`src/rtl/core/ampr_pkg.sv`:
```
// ----------------------------------------------------------------------------
// ampr_pkg
// Shared types and constants for the box penetration resolve unit.
// ----------------------------------------------------------------------------
package ampr_pkg;

    // Width and reset value of the push margin register.
    localparam int          MARGIN_WIDTH = 16;
    localparam logic [15:0] MARGIN_RESET = 16'd1;

    // Push axis codes as they appear on the result port.
    typedef enum logic [1:0] {
        AXIS_NONE = 2'd0,
        AXIS_X    = 2'd1,
        AXIS_Y    = 2'd2,
        AXIS_Z    = 2'd3
    } t_axis;

    // Per-axis status handed from an axis slice to the selection logic.
    typedef struct packed {
        logic hit;    // center distance within the half-extent sum
        logic d_neg;  // target center lies below the character center
    } t_axis_flags;

endpackage

```
`src/rtl/core/ampr_axis.sv`:
```
// ----------------------------------------------------------------------------
// ampr_axis
// One axis slice: center distance, half-extent sum, overlap test and
// penetration depth.
// ----------------------------------------------------------------------------
module ampr_axis
    import ampr_pkg::*;
#(
    parameter int CW = 32
) (
    input  logic signed [CW-1:0] i_char_center,
    input  logic        [CW-2:0] i_char_half,
    input  logic signed [CW-1:0] i_target_center,
    input  logic        [CW-2:0] i_target_half,
    output logic signed [CW:0]   o_dist,
    output logic        [CW-1:0] o_sum,
    output logic signed [CW+1:0] o_pen,
    output t_axis_flags          o_flags
);

    logic [CW:0] abs_dist;

    // Signed distance from the character to the target and the half sum.
    assign o_dist = $signed({i_target_center[CW-1], i_target_center})
                  - $signed({i_char_center[CW-1], i_char_center});
    assign o_sum  = {1'b0, i_char_half} + {1'b0, i_target_half};

    // Magnitude of the distance; it never reaches the negative limit.
    assign abs_dist = o_dist[CW] ? (CW+1)'(-o_dist) : (CW+1)'(o_dist);

    // Touching counts as overlap.
    assign o_flags.hit   = (abs_dist <= {1'b0, o_sum});
    assign o_flags.d_neg = o_dist[CW];

    // Penetration depth, negative when the boxes are apart.
    assign o_pen = $signed({2'b00, o_sum}) - $signed({1'b0, abs_dist});

endmodule

```
`src/rtl/core/ampr_select.sv`:
```
// ----------------------------------------------------------------------------
// ampr_select
// Picks the axis of least penetration and forms the saturated push move.
// ----------------------------------------------------------------------------
module ampr_select
    import ampr_pkg::*;
#(
    parameter int CW = 32
) (
    input  logic signed [CW:0]           i_dist   [3],
    input  logic        [CW-1:0]         i_sum    [3],
    input  logic signed [CW+1:0]         i_pen    [3],
    input  t_axis_flags                  i_flags  [3],
    input  logic [MARGIN_WIDTH-1:0]      i_margin,
    output logic                         o_overlap,
    output t_axis                        o_axis,
    output logic signed [CW-1:0]         o_move   [3],
    output logic                         o_landed
);

    localparam logic signed [CW+1:0] SAT_HI = (CW+2)'((64'd1 << (CW - 1)) - 64'd1);
    localparam logic signed [CW+1:0] SAT_LO = -SAT_HI - (CW+2)'(1);

    logic                  hit;
    logic                  sel_d_neg;
    logic signed [CW:0]    sel_dist;
    logic        [CW:0]    sel_span;
    logic signed [CW+1:0]  dist_ext;
    logic signed [CW+1:0]  span_ext;
    logic signed [CW+1:0]  move_raw;
    logic signed [CW-1:0]  move_sat;
    logic [1:0]            idx;

    assign hit = i_flags[0].hit & i_flags[1].hit & i_flags[2].hit;

    // Strictly smallest penetration wins; a tie moves nothing.
    always_comb begin
        o_axis = AXIS_NONE;
        idx    = 2'd0;
        if (hit) begin
            if (i_pen[0] < i_pen[1] && i_pen[0] < i_pen[2]) begin
                o_axis = AXIS_X;
                idx    = 2'd0;
            end else if (i_pen[1] < i_pen[0] && i_pen[1] < i_pen[2]) begin
                o_axis = AXIS_Y;
                idx    = 2'd1;
            end else if (i_pen[2] < i_pen[0] && i_pen[2] < i_pen[1]) begin
                o_axis = AXIS_Z;
                idx    = 2'd2;
            end
        end
    end

    // Operands of the chosen axis; X and Z get the extra margin.
    always_comb begin
        case (idx)
            2'd1: begin
                sel_dist  = i_dist[1];
                sel_d_neg = i_flags[1].d_neg;
                sel_span  = {1'b0, i_sum[1]};
            end
            2'd2: begin
                sel_dist  = i_dist[2];
                sel_d_neg = i_flags[2].d_neg;
                sel_span  = {1'b0, i_sum[2]} + (CW+1)'(i_margin);
            end
            default: begin
                sel_dist  = i_dist[0];
                sel_d_neg = i_flags[0].d_neg;
                sel_span  = {1'b0, i_sum[0]} + (CW+1)'(i_margin);
            end
        endcase
    end

    // Push away from the target along the chosen axis.
    assign dist_ext = {sel_dist[CW], sel_dist};
    assign span_ext = $signed({1'b0, sel_span});
    assign move_raw = sel_d_neg ? (span_ext + dist_ext) : (dist_ext - span_ext);

    // Saturate to the output coordinate range.
    always_comb begin
        if (move_raw > SAT_HI) begin
            move_sat = SAT_HI[CW-1:0];
        end else if (move_raw < SAT_LO) begin
            move_sat = SAT_LO[CW-1:0];
        end else begin
            move_sat = move_raw[CW-1:0];
        end
    end

    // Only the chosen axis carries a move.
    assign o_move[0] = (o_axis == AXIS_X) ? move_sat : '0;
    assign o_move[1] = (o_axis == AXIS_Y) ? move_sat : '0;
    assign o_move[2] = (o_axis == AXIS_Z) ? move_sat : '0;

    assign o_overlap = hit;
    assign o_landed  = (o_axis == AXIS_Y) & sel_d_neg;

endmodule

```
`src/rtl/core/aabb_min_penetration_resolve_unit.sv`:
```
// ----------------------------------------------------------------------------
// aabb_min_penetration_resolve_unit
// Box overlap test and minimum translation push for a character box.
// ----------------------------------------------------------------------------
// A request is taken at a rising edge with start high and busy low. busy is
// always low, so one request can be issued in every cycle. Each request
// holds a character box and a target box as centers and half-extents.
// The request is captured in an input register at the edge that takes it,
// resolved in one pass of logic and loaded into the result register at the
// next edge. o_done is then high for exactly one cycle. The result path is
// a fixed two-stage pipeline, so the receiver cannot stall it and nothing
// is buffered beyond those two stages.
// The push margin register is written over its own channel (i_cfg_valid,
// o_cfg_ready, always ready) and should only change while no request is in
// flight. Reset clears the pipeline valid flags and sets the margin to one.
// ----------------------------------------------------------------------------
module aabb_min_penetration_resolve_unit
    import ampr_pkg::*;
#(
    parameter int COORD_WIDTH = 32
) (
    input  logic                          i_clk,
    input  logic                          i_rst_n,
    input  logic                          start,
    output logic                          busy,
    input  logic signed [COORD_WIDTH-1:0] i_char_center_x,
    input  logic signed [COORD_WIDTH-1:0] i_char_center_y,
    input  logic signed [COORD_WIDTH-1:0] i_char_center_z,
    input  logic        [COORD_WIDTH-2:0] i_char_half_x,
    input  logic        [COORD_WIDTH-2:0] i_char_half_y,
    input  logic        [COORD_WIDTH-2:0] i_char_half_z,
    input  logic signed [COORD_WIDTH-1:0] i_target_center_x,
    input  logic signed [COORD_WIDTH-1:0] i_target_center_y,
    input  logic signed [COORD_WIDTH-1:0] i_target_center_z,
    input  logic        [COORD_WIDTH-2:0] i_target_half_x,
    input  logic        [COORD_WIDTH-2:0] i_target_half_y,
    input  logic        [COORD_WIDTH-2:0] i_target_half_z,
    input  logic                          i_cfg_valid,
    output logic                          o_cfg_ready,
    input  logic [MARGIN_WIDTH-1:0]       i_cfg_data,
    output logic                          o_done,
    output logic                          o_overlap,
    output logic [1:0]                    o_push_axis,
    output logic signed [COORD_WIDTH-1:0] o_move_x,
    output logic signed [COORD_WIDTH-1:0] o_move_y,
    output logic signed [COORD_WIDTH-1:0] o_move_z,
    output logic                          o_landed
);

    localparam int CW = COORD_WIDTH;

    logic [MARGIN_WIDTH-1:0] r_margin;
    logic                    r_in_vld;
    logic signed [CW-1:0]    r_cc [3];
    logic        [CW-2:0]    r_ch [3];
    logic signed [CW-1:0]    r_tc [3];
    logic        [CW-2:0]    r_th [3];

    logic signed [CW:0]      axis_dist [3];
    logic        [CW-1:0]    sum   [3];
    logic signed [CW+1:0]    pen   [3];
    t_axis_flags             flags [3];
    logic                    n_overlap;
    t_axis                   n_axis;
    logic signed [CW-1:0]    n_move [3];
    logic                    n_landed;

    logic                    r_done;
    logic                    r_overlap;
    t_axis                   r_axis;
    logic signed [CW-1:0]    r_move [3];
    logic                    r_landed;

    assign busy        = 1'b0;
    assign o_cfg_ready = 1'b1;

    // Push margin register.
    always_ff @(posedge i_clk) begin
        if (!i_rst_n) begin
            r_margin <= MARGIN_RESET;
        end else if (i_cfg_valid) begin
            r_margin <= i_cfg_data;
        end
    end

    // Input register and its valid flag.
    always_ff @(posedge i_clk) begin
        if (!i_rst_n) begin
            r_in_vld <= 1'b0;
        end else begin
            r_in_vld <= start & ~busy;
        end
    end

    always_ff @(posedge i_clk) begin
        if (start && !busy) begin
            r_cc[0] <= i_char_center_x;
            r_cc[1] <= i_char_center_y;
            r_cc[2] <= i_char_center_z;
            r_ch[0] <= i_char_half_x;
            r_ch[1] <= i_char_half_y;
            r_ch[2] <= i_char_half_z;
            r_tc[0] <= i_target_center_x;
            r_tc[1] <= i_target_center_y;
            r_tc[2] <= i_target_center_z;
            r_th[0] <= i_target_half_x;
            r_th[1] <= i_target_half_y;
            r_th[2] <= i_target_half_z;
        end
    end

    // One slice per axis.
    for (genvar k = 0; k < 3; k++) begin : g_axis
        ampr_axis #(
            .CW (CW)
        ) u_axis (
            .i_char_center   (r_cc[k]),
            .i_char_half     (r_ch[k]),
            .i_target_center (r_tc[k]),
            .i_target_half   (r_th[k]),
            .o_dist          (axis_dist[k]),
            .o_sum           (sum[k]),
            .o_pen           (pen[k]),
            .o_flags         (flags[k])
        );
    end

    // Axis choice and push move.
    ampr_select #(
        .CW (CW)
    ) u_select (
        .i_dist    (axis_dist),
        .i_sum     (sum),
        .i_pen     (pen),
        .i_flags   (flags),
        .i_margin  (r_margin),
        .o_overlap (n_overlap),
        .o_axis    (n_axis),
        .o_move    (n_move),
        .o_landed  (n_landed)
    );

    // Result register.
    always_ff @(posedge i_clk) begin
        if (!i_rst_n) begin
            r_done <= 1'b0;
        end else begin
            r_done <= r_in_vld;
        end
    end

    always_ff @(posedge i_clk) begin
        if (r_in_vld) begin
            r_overlap <= n_overlap;
            r_axis    <= n_axis;
            r_move    <= n_move;
            r_landed  <= n_landed;
        end
    end

    assign o_done      = r_done;
    assign o_overlap   = r_overlap;
    assign o_push_axis = r_axis;
    assign o_move_x    = r_move[0];
    assign o_move_y    = r_move[1];
    assign o_move_z    = r_move[2];
    assign o_landed    = r_landed;

endmodule

```
`config.mk`:
```
export PLATFORM = sky130hd
export DESIGN_NAME = aabb_min_penetration_resolve_unit
export DESIGN_NICKNAME = d
export VERILOG_FILES = /design/src/rtl/core/ampr_pkg.sv /design/src/rtl/core/ampr_axis.sv /design/src/rtl/core/ampr_select.sv /design/src/rtl/core/aabb_min_penetration_resolve_unit.sv
export SDC_FILE = /design/constraint.sdc
export NUM_CORES = 1
export LEC_CHECK = 0
export BUFFER_PORTS_ARGS = -buffer_cell sky130_fd_sc_hd__buf_2
export CAP_MARGIN = 20
export CORE_MARGIN = 3
export CORE_UTILIZATION = 29
export CTS_CLUSTER_DIAMETER = 100
export DETAILED_ROUTE_END_ITERATION = 6
export HOLD_SLACK_MARGIN = 0.02
export PLACE_DENSITY_LB_ADDON = 0.2
export SYNTH_ARGS = -nofsm -noshare
export SYNTH_HDL_FRONTEND = slang
export SYNTH_SLANG_ARGS = --single-unit
```
`constraint.sdc`:
```
create_clock -name i_clk -period 41.5 [get_ports i_clk]
set_input_delay 0 -clock i_clk [delete_from_list [all_inputs] [get_ports i_clk]]
set_output_delay 0 -clock i_clk [all_outputs]
set_load 0.01 [all_outputs]
```
==> results.cfg <==
[outcome]
status = finished, final reports clean

[hold_path]
hp-class = primary input to flop
min_path_cells = 2

[job]
maxCapViolations = 0

[sta]
slew_viol_final = 0
tns_ps = 0
min_period_ps = 19030
setup_viol = 0
fin_hold_ws_ps = 40.6
tightest_slew_ps = 1190
clock.fmax_mhz = 52.5
slew_headroom = 0.200
hold_viol = 0
fin_skew_ps = 35.2
rsz0062_at_grt = no
period_share = 0.459
fin_ws_ps = 22470

[place]
port_buffers = 498
postPlaceCellArea_um2 = 46100
gp_congestion = 0.961
dp_slack_ps = 22630
dp_cells = 6685
dp_hpwl_um = 132000

[floorplanning]
ios = 501
rows = 137
die-area_um2 = 147000
die_y_um = 384
die_w_um = 384
core_area_um2 = 141000
start_util = 0.294

[global_routing]
grt_max_degree = 154
grt_overflow = 0
grt_pass1_wl_um = 243000
grt_pass1_vias = 38000
antenna_found_initial = 18
grt_usage = 0.219

[clocking]
htreeDepth = 2
postCtsHoldBufs = 689
worst_skew_pair.late_latency_ps = 690
cts-root-buf = clkbuf_16
cts_tree = done
path_clk_slew_ps = 60
ctsResizeCount = 0
cts_buffers = 60
postCtsSetupBuffers = 0
clockBufferDepth = 3
clock-sinks = 496

[drt]
totalWireLength_um = 166000
vias = 38900
first_pass_iters = 6
drtIter0Drc = 3064
ant_nets = 0
drc = 0
viasPerCell = 5.19
wl_per_cell_um = 22.2

[yosys]
ys_seq_area_frac = 0.356
synthTopCellsByCount = edfxtp_1 (478), ha_1 (437), a21oi_1 (375)
ys_top_cells_by_area = edfxtp_1 (35%), ha_1 (13%), xnor2_1 (4.9%)
ys_types = 112
yosysMostFrequentCell = edfxtp_1
async_flop_share = 0
syn_nets = 5236
synth-edff-count = 478
ys_seq_elements = 496
netlist_instances = 4390
syn_area_um2 = 41400
synth_top_area_cell = edfxtp_1
avgSynthCellArea_um2 = 9.43
synth_top_area_share = 0.347
yosysWarnings = 0
ys.flop_type = edfxtp_1

[setup_path]
cp.buffers_inverters = 7
critPathKind = flop to flop
cp.depth = 72
arrival_ps = 19420
reg2reg_depth = 72
start_kind = flop
cp_slowest_cell = o31ai_1
crit_path_max_incr_delay_ps = 770
cp_top_family = compound AO/OA/AOI/OAI gates
required_ps = 41890
critPathCaptureType = flop
path_max_fanout = 44

[layout]
final_util = 0.393
drive_gt1_frac = 0.133
final_cells = 7499
final_nets = 6410
design_area_um2 = 55200
syn_to_final_growth_pct = 33.4

[power_and_ir_drop]
p_leak_nw = 23.0
powerDensity_nw_per_um2 = 90.3
ir_worst_vdd_uv = 137
total_power_mw = 4.98
[cell type report]
cell class | instances | area, um2
antenna | 8 | 20.0
clock buffer | 66 | 1520
clock inverter | 47 | 558
fill | 14000 | 85400
inverter | 285 | 1070
multi-input combinational | 3489 | 25200
sequential | 496 | 14700
tap | 1876 | 2350
timing repair buffer | 1232 | 9780
[flip-flops by register name (all words and copies together), names as in the netlist]
name and count:
o_move_x 32, o_overlap 1, r_ch 93, r_th 93
r_cc 96, o_done 1, o_push_axis 2, o_move_y 32
r_in_vld 1, r_margin 16, o_landed 1, r_tc 96
o_move_z 32
[logic make-up (layout without fill, tap and decap cells)]
group,after synthesis,in the layout,synth area share
AOI/OAI and AO/OA,1459,1459,0.232
xor gates and xnor gates,396,396,0.0843
adders and majority gates,450,450,0.138
buffers and inverters,405,1630,0.0382
DFF,496,496,0.356
muxes,49,49,0.0121
other,2,10,0.000181
and+or+nand+nor,1133,1133,0.139
[report_power, final]
| group | leakage (nW) | internal, mW | switching (mW) |
|---|---|---|---|
| sequential | 4.67 | 0.599 | 0.0178 |
| clock | 1.01 | 0.320 | 0.231 |
| combinational | 17.3 | 1.35 | 2.46 |
[path summary, 6_finish.rpt]
check	startpoint	endpoint	slack, ps
worst max-delay path	r_cc[0][0]	o_move_y[20]	22470
worst min-delay path	i_char_half_y[4]	r_ch[0][35]	40
worst max register to register	r_cc[0][0]	o_move_y[20]	22470
worst min register to register	r_in_vld	o_move_x[31]	610
[metal layers]
layer / track usage / share of wire / vias up
li1: - / - / 19000
met1: 0.281 / 0.43 / 18500
met2: 0.370 / 0.47 / 1210
met3: 0.0333 / 0.058 / 203
met4: 0.0800 / 0.040 / 4
met5: 0 / 0.00016 / -
[cells in the final DEF (no fill, tap or decap), types with 34 or more instances in the layout]
master,synthesis,routed
nand2b_1,71,71
nand2_1,270,270
nor3_1,78,78
and3_1,36,36
o21a_1,60,60
dlygate4sd3_1,0,690
o21ai_0,255,255
buf_4,5,41
o22ai_1,42,41
or3_1,34,34
o211ai_1,57,57
edfxtp_1,478,478
nor2b_1,69,69
o21ai_1,36,36
nand3_1,76,76
a21oi_1,375,375
xnor2_1,232,232
nor2_1,270,270
and2_1,36,36
o31ai_1,60,59
ha_1,437,435
mux2i_1,43,43
xor2_1,162,162
buf_2,27,497
a21o_1,166,166
inv_1,283,283
a31oi_1,58,57
clkbuf_16,0,60
a211oi_1,56,56
nand4_1,56,56
No activity file was read; power rests on OpenSTA's default activity.
